<file path="config.mk">
export PLATFORM = sky130hd
export DESIGN_NAME = btni_ctrl
export DESIGN_NICKNAME = d
export VERILOG_FILES = /design/src/hdl/btni_pkg.sv /design/src/hdl/btni_ctrl.sv
export SDC_FILE = /design/constraint.sdc
export NUM_CORES = 1
export LEC_CHECK = 0
export BUFFER_PORTS_ARGS = -buffer_cell sky130_fd_sc_hd__buf_2
export CAP_MARGIN = 20
export CORE_MARGIN = 4
export CORE_UTILIZATION = 49
export DETAILED_ROUTE_END_ITERATION = 8
export PLACE_DENSITY_LB_ADDON = 0.05
export SLEW_MARGIN = 10
export SYNTH_ARGS = -nofsm -noshare
export SYNTH_HDL_FRONTEND = slang
export SYNTH_SLANG_ARGS = --single-unit
</file>
<file path="constraint.sdc">
create_clock -name clk_i -period 4.4 [get_ports clk_i]
set_input_delay 0.22 -clock clk_i [delete_from_list [all_inputs] [get_ports clk_i]]
set_output_delay 0.22 -clock clk_i [all_outputs]
set_load 0.005 [all_outputs]
</file>
<file path="src/hdl/btni_pkg.sv">
package btni_pkg;

  localparam int unsigned NUM_CLASS = 4;
  localparam int unsigned DEPTH     = 256;
  localparam int unsigned ORDER     = 4;

  localparam logic [2:0] ST_OK         = 3'd0;
  localparam logic [2:0] ST_NOT_LOADED = 3'd1;
  localparam logic [2:0] ST_ABSENT     = 3'd2;
  localparam logic [2:0] ST_HEAVY_R32  = 3'd3;
  localparam logic [2:0] ST_SHORT      = 3'd4;
  localparam logic [2:0] ST_DUP_GRID   = 3'd5;
  localparam logic [2:0] ST_BAD_COL    = 3'd6;

  localparam logic [2:0] COL_R32  = 3'd3;
  localparam logic [2:0] COL_GRID = 3'd4;

  localparam logic REQ_LOAD  = 1'b0;
  localparam logic REQ_QUERY = 1'b1;

  localparam logic [2:0] CFG_LOADED  = 3'd0;
  localparam logic [2:0] CFG_PRESENT = 3'd1;
  localparam logic [2:0] CFG_CNT_G   = 3'd2;
  localparam logic [2:0] CFG_CNT_Q   = 3'd3;
  localparam logic [2:0] CFG_CNT_C   = 3'd4;
  localparam logic [2:0] CFG_CNT_B   = 3'd5;

  localparam logic [1:0] RD_FIRST = 2'd0;
  localparam logic [1:0] RD_LAST  = 2'd1;
  localparam logic [1:0] RD_MID   = 2'd2;
  localparam logic [1:0] RD_WIN   = 2'd3;

  localparam logic [1:0] MUL_HO_LO = 2'd0;
  localparam logic [1:0] MUL_HO_HI = 2'd1;
  localparam logic [1:0] MUL_HP_LO = 2'd2;
  localparam logic [1:0] MUL_HP_HI = 2'd3;

  localparam logic signed [47:0] ISAT   = 48'sh7FFF_FFFF_FFFF;
  localparam logic signed [48:0] ISAT_W = 49'sh0_7FFF_FFFF_FFFF;

  typedef struct packed {
    logic       capture;
    logic       pre_latch;
    logic       rd_en;
    logic [1:0] rd_sel;
    logic       lat_first;
    logic       lat_last;
    logic       bis_init;
    logic       bis_step;
    logic       win_init;
    logic       win_latch;
    logic       dup_latch;
    logic       nev_init;
    logic       div_start;
    logic       q_latch;
    logic       mul_en;
    logic [1:0] mul_sel;
    logic       acc_en;
    logic [1:0] acc_sel;
    logic       nev_store;
    logic       y_update;
    logic       finish;
  } btni_cmd_t;

  typedef struct packed {
    logic pre_done;
    logic bis_done;
    logic win_last;
    logic dup;
    logic div_done;
    logic row_last;
    logic nev_last;
  } btni_sts_t;

  function automatic logic signed [47:0] sat47(input logic signed [48:0] v);
    logic signed [47:0] r;
    if (v > ISAT_W) r = ISAT;
    else if (v < -ISAT_W) r = -ISAT;
    else r = v[47:0];
    return r;
  endfunction

endpackage

</file>
<file path="src/hdl/btni_ctrl.sv">
module btni_ctrl (
  input  logic                clk_i,
  input  logic                rst_ni,
  input  logic                in_valid_i,
  output logic                in_ready_o,
  output logic                out_valid_o,
  input  logic                out_ready_i,
  output btni_pkg::btni_cmd_t cmd_o,
  input  btni_pkg::btni_sts_t sts_i
);
  import btni_pkg::*;

  localparam logic [4:0] S_IDLE = 5'd0;
  localparam logic [4:0] S_CHK  = 5'd1;
  localparam logic [4:0] S_RF   = 5'd2;
  localparam logic [4:0] S_RL   = 5'd3;
  localparam logic [4:0] S_BI   = 5'd4;
  localparam logic [4:0] S_BR   = 5'd5;
  localparam logic [4:0] S_BC   = 5'd6;
  localparam logic [4:0] S_WI   = 5'd7;
  localparam logic [4:0] S_WR   = 5'd8;
  localparam logic [4:0] S_WL   = 5'd9;
  localparam logic [4:0] S_DUP  = 5'd10;
  localparam logic [4:0] S_DS   = 5'd11;
  localparam logic [4:0] S_DW   = 5'd12;
  localparam logic [4:0] S_M0   = 5'd13;
  localparam logic [4:0] S_M1   = 5'd14;
  localparam logic [4:0] S_M2   = 5'd15;
  localparam logic [4:0] S_M3   = 5'd16;
  localparam logic [4:0] S_M4   = 5'd17;
  localparam logic [4:0] S_NS   = 5'd18;
  localparam logic [4:0] S_YU   = 5'd19;
  localparam logic [4:0] S_FIN  = 5'd20;
  localparam logic [4:0] S_OUT  = 5'd21;

  logic [4:0] state_q, state_d;

  always_comb begin
    state_d     = state_q;
    cmd_o       = '0;
    in_ready_o  = 1'b0;
    out_valid_o = 1'b0;
    case (state_q)
      S_IDLE: begin
        in_ready_o = 1'b1;
        if (in_valid_i) begin
          cmd_o.capture = 1'b1;
          state_d = S_CHK;
        end
      end
      S_CHK: begin
        if (sts_i.pre_done) begin
          cmd_o.pre_latch = 1'b1;
          state_d = S_OUT;
        end else begin
          state_d = S_RF;
        end
      end
      S_RF: begin
        cmd_o.rd_en  = 1'b1;
        cmd_o.rd_sel = RD_FIRST;
        state_d = S_RL;
      end
      S_RL: begin
        cmd_o.lat_first = 1'b1;
        cmd_o.rd_en     = 1'b1;
        cmd_o.rd_sel    = RD_LAST;
        state_d = S_BI;
      end
      S_BI: begin
        cmd_o.lat_last = 1'b1;
        cmd_o.bis_init = 1'b1;
        state_d = S_BR;
      end
      S_BR: begin
        if (sts_i.bis_done) begin
          state_d = S_WI;
        end else begin
          cmd_o.rd_en  = 1'b1;
          cmd_o.rd_sel = RD_MID;
          state_d = S_BC;
        end
      end
      S_BC: begin
        cmd_o.bis_step = 1'b1;
        state_d = S_BR;
      end
      S_WI: begin
        cmd_o.win_init = 1'b1;
        state_d = S_WR;
      end
      S_WR: begin
        cmd_o.rd_en  = 1'b1;
        cmd_o.rd_sel = RD_WIN;
        state_d = S_WL;
      end
      S_WL: begin
        cmd_o.win_latch = 1'b1;
        state_d = sts_i.win_last ? S_DUP : S_WR;
      end
      S_DUP: begin
        if (sts_i.dup) begin
          cmd_o.dup_latch = 1'b1;
          state_d = S_OUT;
        end else begin
          cmd_o.nev_init = 1'b1;
          state_d = S_DS;
        end
      end
      S_DS: begin
        cmd_o.div_start = 1'b1;
        state_d = S_DW;
      end
      S_DW: begin
        if (sts_i.div_done) begin
          cmd_o.q_latch = 1'b1;
          state_d = S_M0;
        end
      end
      S_M0: begin
        cmd_o.mul_en  = 1'b1;
        cmd_o.mul_sel = MUL_HO_LO;
        state_d = S_M1;
      end
      S_M1: begin
        cmd_o.mul_en  = 1'b1;
        cmd_o.mul_sel = MUL_HO_HI;
        cmd_o.acc_en  = 1'b1;
        cmd_o.acc_sel = MUL_HO_LO;
        state_d = S_M2;
      end
      S_M2: begin
        cmd_o.mul_en  = 1'b1;
        cmd_o.mul_sel = MUL_HP_LO;
        cmd_o.acc_en  = 1'b1;
        cmd_o.acc_sel = MUL_HO_HI;
        state_d = S_M3;
      end
      S_M3: begin
        cmd_o.mul_en  = 1'b1;
        cmd_o.mul_sel = MUL_HP_HI;
        cmd_o.acc_en  = 1'b1;
        cmd_o.acc_sel = MUL_HP_LO;
        state_d = S_M4;
      end
      S_M4: begin
        cmd_o.acc_en  = 1'b1;
        cmd_o.acc_sel = MUL_HP_HI;
        state_d = S_NS;
      end
      S_NS: begin
        cmd_o.nev_store = 1'b1;
        state_d = sts_i.row_last ? S_YU : S_DS;
      end
      S_YU: begin
        cmd_o.y_update = 1'b1;
        state_d = sts_i.nev_last ? S_FIN : S_DS;
      end
      S_FIN: begin
        cmd_o.finish = 1'b1;
        state_d = S_OUT;
      end
      S_OUT: begin
        out_valid_o = 1'b1;
        if (out_ready_i) state_d = S_IDLE;
      end
      default: state_d = S_IDLE;
    endcase
  end

  always_ff @(posedge clk_i or negedge rst_ni) begin
    if (!rst_ni) begin
      state_q <= S_IDLE;
    end else begin
      state_q <= state_d;
    end
  end
endmodule

</file>
==> reports/metrics.yaml, run 1 <==
status:
  status: "finished clean"
floorplanning:
  rows: 14
  ios: 37
  fp.coreArea_um2: 1490
  die-area_um2: 2270
  start_util_pct: 51.7
  die_x_um: 47.6
  die_h_um: 47.6
timing:
  relSlewSlack_pct: 51.4
  finalSetupViolCount: 0
  post-route-min-period_ns: 2.25
  rsz0062_at_grt: "false"
  tightest_slew_ns: 0.729
  fmax_mhz: 445
  fin_crit_sh_pct: 51.0
  fin_skew_ns: 0.00820
  hold_violations: 0
  tns_ns: 0
  slew_violations: 0
  setup_slack_ns: 2.15
setup_path:
  path_cells: "inv_1 -> or3_4 -> inv_1 -> buf_2"
  critical_path_arrival_ns: 2.03
  cp_common_cell: "inv_1"
  path_class: "register to output pin"
  start_kind: "register"
  end_kind: "output pin"
  slowest_delay_ns: 0.81
  slowest_stage: "dfrtp_1"
  critical_path_required_ns: 4.18
  crit_fanout: 25
drt:
  first_iter_violations: 30
  remaining_drc_errors: 0
  ant_nets: 0
  via_count: 909
  via_per_inst: 5.83
  drt-pass1-iter-count: 4
  routed_wl_um: 2220
  wl_per_cell_um: 14.2
logic_synthesis:
  synthTopCellsByCount: "14 x nor2_1, 12 x nor3_1, 7 x inv_1, 7 x nand2_1"
  async_flop_share_pct: 100
  synthSimpleGateAreaFrac_pct: 42.0
  synthAdderAreaFrac_pct: 0
  ys_ff_latch: 5
  ys_types: 41
  synth_area_leaders: "dfrtp_1 16%, nor3_1 7.8%, nor2_1 6.8%"
  synthMuxAreaShare_pct: 0
  ys_seq_area_share_pct: 16.3
  synth_fp_nets: 123
  synth_edf_count: 0
  synth_most_common_cell: "nor2_1"
  syn_area_per_cell_um2: 6.87
  synth_top_area_share_pct: 16.3
  synth-main-ff-cell: "dfrtp_1"
  syn-instance-count: 112
  synth_xor_area_share_pct: 1.14
  ys_warn_count: 0
  synth_compound_area_share_pct: 27.6
  synth_top_family_by_area: "simple AND/OR/NAND/NOR gates"
  synthesis.area_um2: 769
  synth_area_leader_cell: "dfrtp_1"
global_routing:
  grt_antenna_before_repair: 0
  grt_pass1_vias: 784
  grt_pass1_wl_um: 3570
  grt_usage_pct: 22.2
  grt-ovfl-total: 0
  grt_max_degree: 26
power:
  ir_drop_uv: 341
  p_leak_nw: 0.477
  power_mw: 0.591
  power_density_nw_per_um2: 634
finish:
  top_register: "state_q"
  areaGrowthSynthToFinish_pct: 21.1
  fin_util_pct: 62.6
  largest_registers: "state_q: 5 flops"
  drive_above_1_share_pct: 31.4
  final_nets: 152
  n_antenna_cell: 0
  finalInstanceArea_um2: 932
  largest_reg_flops: 5
place:
  gp_congestion: 0.845
  portBuffers: 36
  dpl_worst_slack_ns: 2.39
  dpl.hpwl_um: 1580
  dpl_cell_area_um2: 896
clock_network:
  clockRootBuffer: "clkbuf_4"
  cts_max_path_buffers: 2
  clock_insertion_delay_worst_skew_ns: 0.25
  post_cts_buffers: 0
  cts_made_buffers: 3
  htreeDepth: 1
  cts_sinks: 5
  clk_pin_slew_ns: 0.05
  cts_tree: "done"
run:
  cap_violations: 0
hold_path:
  hold_path_class: "primary input to asynchronous set/reset pin"
## final timing paths
check,to,slack (ns),depth (start not counted),from
setup / recovery,cmd_o[1],2.15,4,state_q[0]
hold / removal,state_q[0],0.30,2,rst_ni
setup reg to reg,state_q[1],2.34,4,state_q[0]
hold reg to reg,state_q[3],0.88,1,state_q[3]
max in group asynchronous,state_q[1],3.96,2,rst_ni
min in group clk_i,state_q[0],0.33,3,out_ready_i
## timing repair
item,4_1_cts,5_1_grt
hold endpoints to repair,5,0
hold buffers,1,0
resized for setup,0,0
## kinds of logic (layout without fill, tap and decap cells)
group	count (synthesis)	after routing
AO/OA/AOI/OAI	26	26
XOR/XNOR	1	1
AND/OR/NAND/NOR	60	60
flip-flops	5	5
buffers and inverters	20	48
## layout make-up
class / instances / area (um2)
fillers: 144 / 557
multi-input cells: 87 / 544
repair buffers: 37 / 190
flip-flops and latches: 5 / 125
clock buffers: 4 / 26.3
inverters: 7 / 26.3
well taps: 16 / 20.0
## power breakdown
group | switching [mW] | internal [mW]
sequential | 0.105 | 0.0654
combinational | 0.190 | 0.175
clock | 0.0215 | 0.0345
total | 0.316 | 0.275
## metrics by stage
stage | cells | hold slack, ns
after floorplan | 112 | -0.0756
after global routing | 156 | 0.326
after global placement | 151 | 0.0382
after CTS | 156 | 0.302
final | 156 | 0.302
after detailed placement | 151 | 0.0399
## placed cells by master, fill, tap and decap left out, types with 2 or more instances in the layout
| master | instances |
|---|---|
| a221o_1 | 3 |
| nand2_1 | 7 |
| and2_1 | 4 |
| nor3b_1 | 2 |
| dfrtp_1 | 5 |
| inv_1 | 7 |
| nand2b_1 | 3 |
| o31ai_1 | 3 |
| nor4b_1 | 3 |
| o221ai_2 | 2 |
| clkbuf_4 | 3 |
| a31oi_1 | 2 |
| nor2_1 | 14 |
| a21oi_1 | 4 |
| nor2b_1 | 3 |
| nand3_1 | 3 |
| buf_2 | 36 |
| o22ai_1 | 2 |
| nor3_1 | 12 |
| and3_1 | 2 |
## worst max-delay path: cells and delay by family, from the launching register on
kind,cells,cell delay (ns)
DFF,1,0.81
buffers and inverters,3,0.47
and+or+nand+nor,1,0.49
## routing by layer
| metal | vias to the layer above | part of all wire [%] | track usage (%) |
|---|---|---|---|
| met5 | - | 0 | 0 |
| met4 | 0 | 1.4 | 11.3 |
| met3 | 3 | 5.6 | 2.26 |
| met2 | 42 | 47 | 31.8 |
| met1 | 404 | 46 | 32.4 |
| li1 | 460 | - | - |
(Power assumes the default switching activity.)
==> run 2: changes to the inputs <==
--- a/config.mk
+++ b/config.mk
@@ -8,7 +8,7 @@
 export BUFFER_PORTS_ARGS = -buffer_cell sky130_fd_sc_hd__buf_2
 export CAP_MARGIN = 20
 export CORE_MARGIN = 4
-export CORE_UTILIZATION = 49
+export CORE_UTILIZATION = 45
 export DETAILED_ROUTE_END_ITERATION = 8
 export PLACE_DENSITY_LB_ADDON = 0.05
 export SLEW_MARGIN = 10
==> constraint.sdc (replaced) <==
create_clock -name clk_i -period 2.15 [get_ports clk_i]
set_input_delay 0.1075 -clock clk_i [delete_from_list [all_inputs] [get_ports clk_i]]
set_output_delay 0.1075 -clock clk_i [all_outputs]
set_load 0.005 [all_outputs]
==> run 2 against run 1 <==
Against the previous run:
- hold slack worse by 0.078 ns
- critical path depth is 1 higher
- setup slack worse by 1.8 ns
- clock skew is 0.0072 ns lower
- highest routed layer unchanged
==> reports/metrics.yaml, run 2 (synthesized netlist as in run 1, its figures left out) <==
clock_network:
  post_cts_buffers: 0  # unchanged
  htreeDepth: 1  # unchanged
  clockRootBuffer: "clkbuf_4"
  cts_sinks: 5  # unchanged
  clock_insertion_delay_worst_skew_ns: 0.25  # about the same
  clk_pin_slew_ns: 0.05  # about the same
  ctsResizeCount: 0  # unchanged
  cts_tree: "done"
  cts_hold_buf: 1  # unchanged
  cts_made_buffers: 3  # unchanged
  cts_max_path_buffers: 2  # unchanged
power:
  power_mw: 1.29  # +120%
  power_density_nw_per_um2: 1330  # +110%
  ir_drop_uv: 763  # +120%
  p_leak_nw: 0.502  # +5.2%
timing:
  tightest_slew_ns: 0.527  # -0.202 ns
  fin_crit_sh_pct: 85.1
  fin_skew_ns: 0.00100  # -0.00720 ns
  fmax_mhz: 546
  finalSetupViolCount: 0  # unchanged
  slew_violations: 0  # unchanged
  post-route-min-period_ns: 1.83
  hold_violations: 0  # unchanged
  tns_ns: 0  # unchanged
  relSlewSlack_pct: 64.9  # +13 points
  rsz0062_at_grt: "false"
finish:
  areaGrowthSynthToFinish_pct: 26.0
  final_nets: 157  # +3.3%
  nFillCells: 157  # +9.0%
  top_register: "state_q"
  n_antenna_cell: 0  # unchanged
  largest_registers: "state_q: 5 flops"
  layout_commonest_cell: "buf_2"
  fin_util_pct: 62.2  # -0.41 points
  final_cells: 161  # +3.2%
  finalInstanceArea_um2: 970  # +4.0%
  drive_above_1_share_pct: 33.8  # +2.4 points
  largest_reg_flops: 5  # unchanged
  layout_common_cells: "36 x buf_2, 14 x nor2_1, 12 x nor3_1"
setup_path:
  path_class: "register to output pin"
  reg2reg_slack_ns: 0.40  # -1.94 ns
  path_cells: "buf_4 -> or2_0 -> nor3_1 -> and2_1 -> buf_2"
  crit_fanout: 14  # -44%
  r2r_start: "state_q[0]"
  reg2regPathDepth: 5  # +1
  critical_path_required_ns: 2.04  # -2.14 ns
  critical_path_arrival_ns: 1.72  # -0.31 ns
  start_kind: "register"
  slowest_delay_ns: 0.46  # -0.35 ns
  end_kind: "output pin"
  reg2reg_to: "state_q[0]"
  slowest_stage: "dfrtp_1"
global_routing:
  grt_max_degree: 22  # -15%
  grt-ovfl-total: 0  # unchanged
  grt_usage_pct: 20.5  # -1.6 points
  grt_pass1_vias: 844  # +7.7%
  grt_pass1_wl_um: 3860  # +8.1%
  grt_antenna_before_repair: 0  # unchanged
floorplanning:
  die_x_um: 49.4  # +3.6%
  fp.coreArea_um2: 1560  # +4.7%
  die_h_um: 49.4  # +3.6%
  ios: 37  # unchanged
  start_util_pct: 49.4  # -2.3 points
  rows: 14  # unchanged
  die-area_um2: 2440  # +7.4%
drt:
  remaining_drc_errors: 0  # unchanged
  via_per_inst: 6.02  # +3.3%
  ant_nets: 0  # unchanged
  wl_met1_um: 977  # -4.3%
  top_layer: "met4"
  drt-pass1-iter-count: 4  # unchanged
  routed_wl_um: 2400  # +8.1%
  via_count: 969  # +6.6%
  first_iter_violations: 47  # +57%
  wl_met3_um: 233  # +88%
  dr_wl_met2_um: 1160  # +12%
  wl_per_cell_um: 14.9  # +4.8%
status:
  status: "finished clean"
place:
  dpl_cell_area_um2: 933  # +4.2%
  dpl.hpwl_um: 1800  # +14%
  place_inst: 156  # +3.3%
  portBuffers: 36  # unchanged
  gp_congestion: 0.850  # +0.65%
hold_path:
  hold_path_class: "primary input to asynchronous set/reset pin"
run:
  cap_violations: 0  # unchanged
-- run 2: worst max-delay path: cells and delay by family, from the launching register on --
family | cells | cell delay, ns
simple gates | 3 | 0.69
flops | 1 | 0.46
buf+inv | 2 | 0.32
-- run 2: per-stage QoR --
| stage | setup WS, ns | hold WS (ns) |
|---|---|---|
| floorplan | 0.580 | -0.188 |
| global placement | 0.422 | -0.0681 |
| detailed placement | 0.421 | -0.0668 |
| CTS | 0.317 | 0.192 |
| global route | 0.145 | 0.224 |
| finish | 0.320 | 0.224 |
-- run 2: layer usage --
| metal | up-vias | track usage, % |
|---|---|---|
| met1 | 429 | 25.0 |
| met4 | 0 | 7.58 |
| li1 | 475 | - |
| met3 | 4 | 6.42 |
| met5 | - | 0 |
| met2 | 61 | 33.5 |
-- run 2: final cells by class --
type                            instances  area [um2]  area share, %
Sequential cell                         5         125           12.9
Tap cell                               16        20.0           2.06
Clock buffer                            4        26.3           2.71
Inverter                                7        26.3           2.71
Multi-Input combinational cell         87         544           56.1
Timing Repair Buffer                   42         228           23.5
-- run 2: how the worst max path moves through the flow --
stage	startpoint	endpoint	slack, ns	depth (start not counted)
global placement	state_q[0]	state_q[4]	0.42	4
detailed placement	state_q[0]	state_q[4]	0.42	4
finish	state_q[4]	cmd_o[23]	0.32	5
CTS	state_q[4]	cmd_o[23]	0.32	5
global route	state_q[4]	cmd_o[23]	0.15	5
floorplan	state_q[2]	state_q[0]	0.58	6
-- run 2: report_power, final --
group / total (mW) / internal [mW] / switching [mW] / leakage (nW)
clock: 0.117 / 0.0707 / 0.0463 / 0.0150
sequential: 0.253 / 0.136 / 0.116 / 0.0622
combinational: 0.918 / 0.410 / 0.507 / 0.425
==> run 3: changes to the inputs <==
--- a/config.mk
+++ b/config.mk
@@ -11,6 +11,7 @@
 export CORE_UTILIZATION = 45
 export DETAILED_ROUTE_END_ITERATION = 8
 export PLACE_DENSITY_LB_ADDON = 0.05
+export RECOVER_POWER = 100
 export SLEW_MARGIN = 10
 export SYNTH_ARGS = -nofsm -noshare
 export SYNTH_HDL_FRONTEND = slang
==> run 3 against run 2 <==
Against the previous run:
- cell count unchanged
- sequential power about the same
- die area unchanged
- highest routed layer unchanged
- clock skew increased by 0.0016 ns
- hold slack improved by 0.011 ns
- routed wire length increased by 2.6%
- non-clock buffer count unchanged
- utilization decreased by 2.6 points
- global-route usage unchanged
- cell area decreased by 4.1%
- setup slack got worse by 0.075 ns
==> reports/metrics.yaml, run 3 (synthesized netlist as in run 1, its figures left out) <==
drt:
  via_count: 963  # -0.62%
  drt-pass1-iter-count: 4  # unchanged
  routed_wl_um: 2460  # +2.6%
  wl_per_cell_um: 15.3  # +2.6%
  remaining_drc_errors: 0  # unchanged
  ant_nets: 0  # unchanged
  via_per_inst: 5.98  # -0.62%
  first_iter_violations: 35  # -26%
place:
  dpl.hpwl_um: 1800  # unchanged
  gp_congestion: 0.850  # unchanged
  portBuffers: 36  # unchanged
floorplanning:
  rows: 14  # unchanged
  die-area_um2: 2440  # unchanged
  start_util_pct: 49.4  # unchanged
  fp.coreArea_um2: 1560  # unchanged
  ios: 37  # unchanged
  die_h_um: 49.4  # unchanged
  die_x_um: 49.4  # unchanged
clock_network:
  htreeDepth: 1  # unchanged
  post_cts_buffers: 0  # unchanged
  cts_sinks: 5  # unchanged
  clk_pin_slew_ns: 0.05  # about the same
  clockRootBuffer: "clkbuf_4"
  cts_tree: "done"
  clock_insertion_delay_worst_skew_ns: 0.25  # about the same
  cts_made_buffers: 3  # unchanged
  cts_max_path_buffers: 2  # unchanged
run:
  cap_violations: 0  # unchanged
global_routing:
  grt-ovfl-total: 0  # unchanged
  grt_pass1_vias: 844  # unchanged
  grt_usage_pct: 20.5  # unchanged
  grt_max_degree: 22  # unchanged
  grt_antenna_before_repair: 0  # unchanged
  grt_pass1_wl_um: 3860  # unchanged
hold_path:
  hold_end: "state_q[0]"
  hold_depth: 3
  worstHoldStart: "out_ready_i"
  hold_path_class: "primary input to register"
timing:
  rsz0062_at_grt: "false"
  post-route-min-period_ns: 1.91  # +0.0753 ns
  relSlewSlack_pct: 64.5  # -0.34 points
  tns_ns: 0  # unchanged
  slew_violations: 0  # unchanged
  finalSetupViolCount: 0  # unchanged
  fin_crit_sh_pct: 88.6  # +3.5 points
  fmax_mhz: 525  # -4.0%
  hold_violations: 0  # unchanged
  tightest_slew_ns: 0.532  # +0.00516 ns
  fin_skew_ns: 0.00255  # +0.00155 ns
finish:
  areaGrowthSynthToFinish_pct: 20.8
  drive_above_1_share_pct: 20.7  # -13 points
  layout_common_cells: "18 x buf_2, 17 x clkbuf_1, 14 x nor2_1"
  layout_commonest_cell: "buf_2"
  top_register: "state_q"
  final_nets: 157  # unchanged
  n_antenna_cell: 0  # unchanged
  nFillCells: 167  # +6.4%
  multi_input_area_um2: 527  # -3.2%
  largest_reg_flops: 5  # unchanged
  regArea_um2: 125  # unchanged
  largest_registers: "state_q: 5 flops"
power:
  power_density_nw_per_um2: 1350  # +2.0%
  p_leak_nw: 0.425  # -15%
  ir_drop_uv: 749  # -1.8%
  power_mw: 1.26  # -2.2%
setup_path:
  r2r_start: "state_q[0]"
  reg2reg_to: "state_q[4]"
  path_class: "register to register"
  crit_fanout: 17  # +3
  reg2reg_slack_ns: 0.24  # -0.16 ns
  critical_path_arrival_ns: 2.02  # +0.30 ns
  end_kind: "register"
  start_kind: "register"
  reg2regPathDepth: 5  # unchanged
  critical_path_required_ns: 2.27  # +0.23 ns
status:
  status: "finished clean"
[run 3: cell count changes in the layout (fill, tap and decap cells not counted), moves of 3 or more]
cell / delta
and2_0: +3
clkbuf_2: +3
and2_1: -3
clkbuf_1: +16
buf_2: -18
[run 3: area by class of cell]
class,instances,area share (%)
well taps,16,2.15
clock buffers,4,2.83
flip-flops and latches,5,13.5
multi-input cells,87,56.7
inverters,7,2.83
repair buffers,42,22.1
[run 3: through the flow]
step / hold WS, ns / instances / instance area [um2] / worst slack (ns) / util, %
6_report: 0.235 / 161 / 930 / 0.244 / 59.6
5_1_grt: 0.237 / 161 / 930 / 0.124 / 59.6
4_1_cts: 0.192 / 161 / 970 / 0.317 / 62.2
3_5_place_dp: -0.0668 / 156 / 933 / 0.421 / 59.9
3_3_place_gp: -0.0681 / 156 / 933 / 0.422 / 59.9
2_1_floorplan: -0.188 / 112 / 769 / 0.580 / -
[run 3: where the power goes]
part / switching [mW] / internal [mW]
logic: 0.507 / 0.380
registers: 0.118 / 0.136
clock network: 0.0472 / 0.0707
total: 0.672 / 0.587
[run 3: critical path: stages (launching register included)]
cell and delay [ns]:
dfrtp_1 0.50, clkbuf_2 0.37, nor3b_1 0.11, nand3_1 0.12, o221ai_1 0.13, or4_1 0.53
[run 3: what timing repair did]
action / 4_1_cts / 5_1_grt
hold buffers: 1 / 0
resized for setup: 0 / 0
endpoints found under the hold margin: 5 / 0
[run 3: how the worst max path moves through the flow]
| stage | startpoint | to | slack, ns |
|---|---|---|---|
| finish | state_q[0] | state_q[4] | 0.24 |
| global route | state_q[4] | cmd_o[23] | 0.12 |
| CTS | state_q[4] | cmd_o[23] | 0.32 |
| detailed placement | state_q[0] | state_q[4] | 0.42 |
| global placement | state_q[0] | state_q[4] | 0.42 |
| floorplan | state_q[2] | state_q[0] | 0.58 |
[run 3: metal layers]
layer | share of wire [%] | GRT usage [%] | vias up
met4 | 0.49 | 7.58 | 0
met1 | 42 | 25.0 | 440
met5 | 0 | 0 | -
li1 | - | - | 472
met2 | 49 | 33.5 | 49
met3 | 8.5 | 6.42 | 2
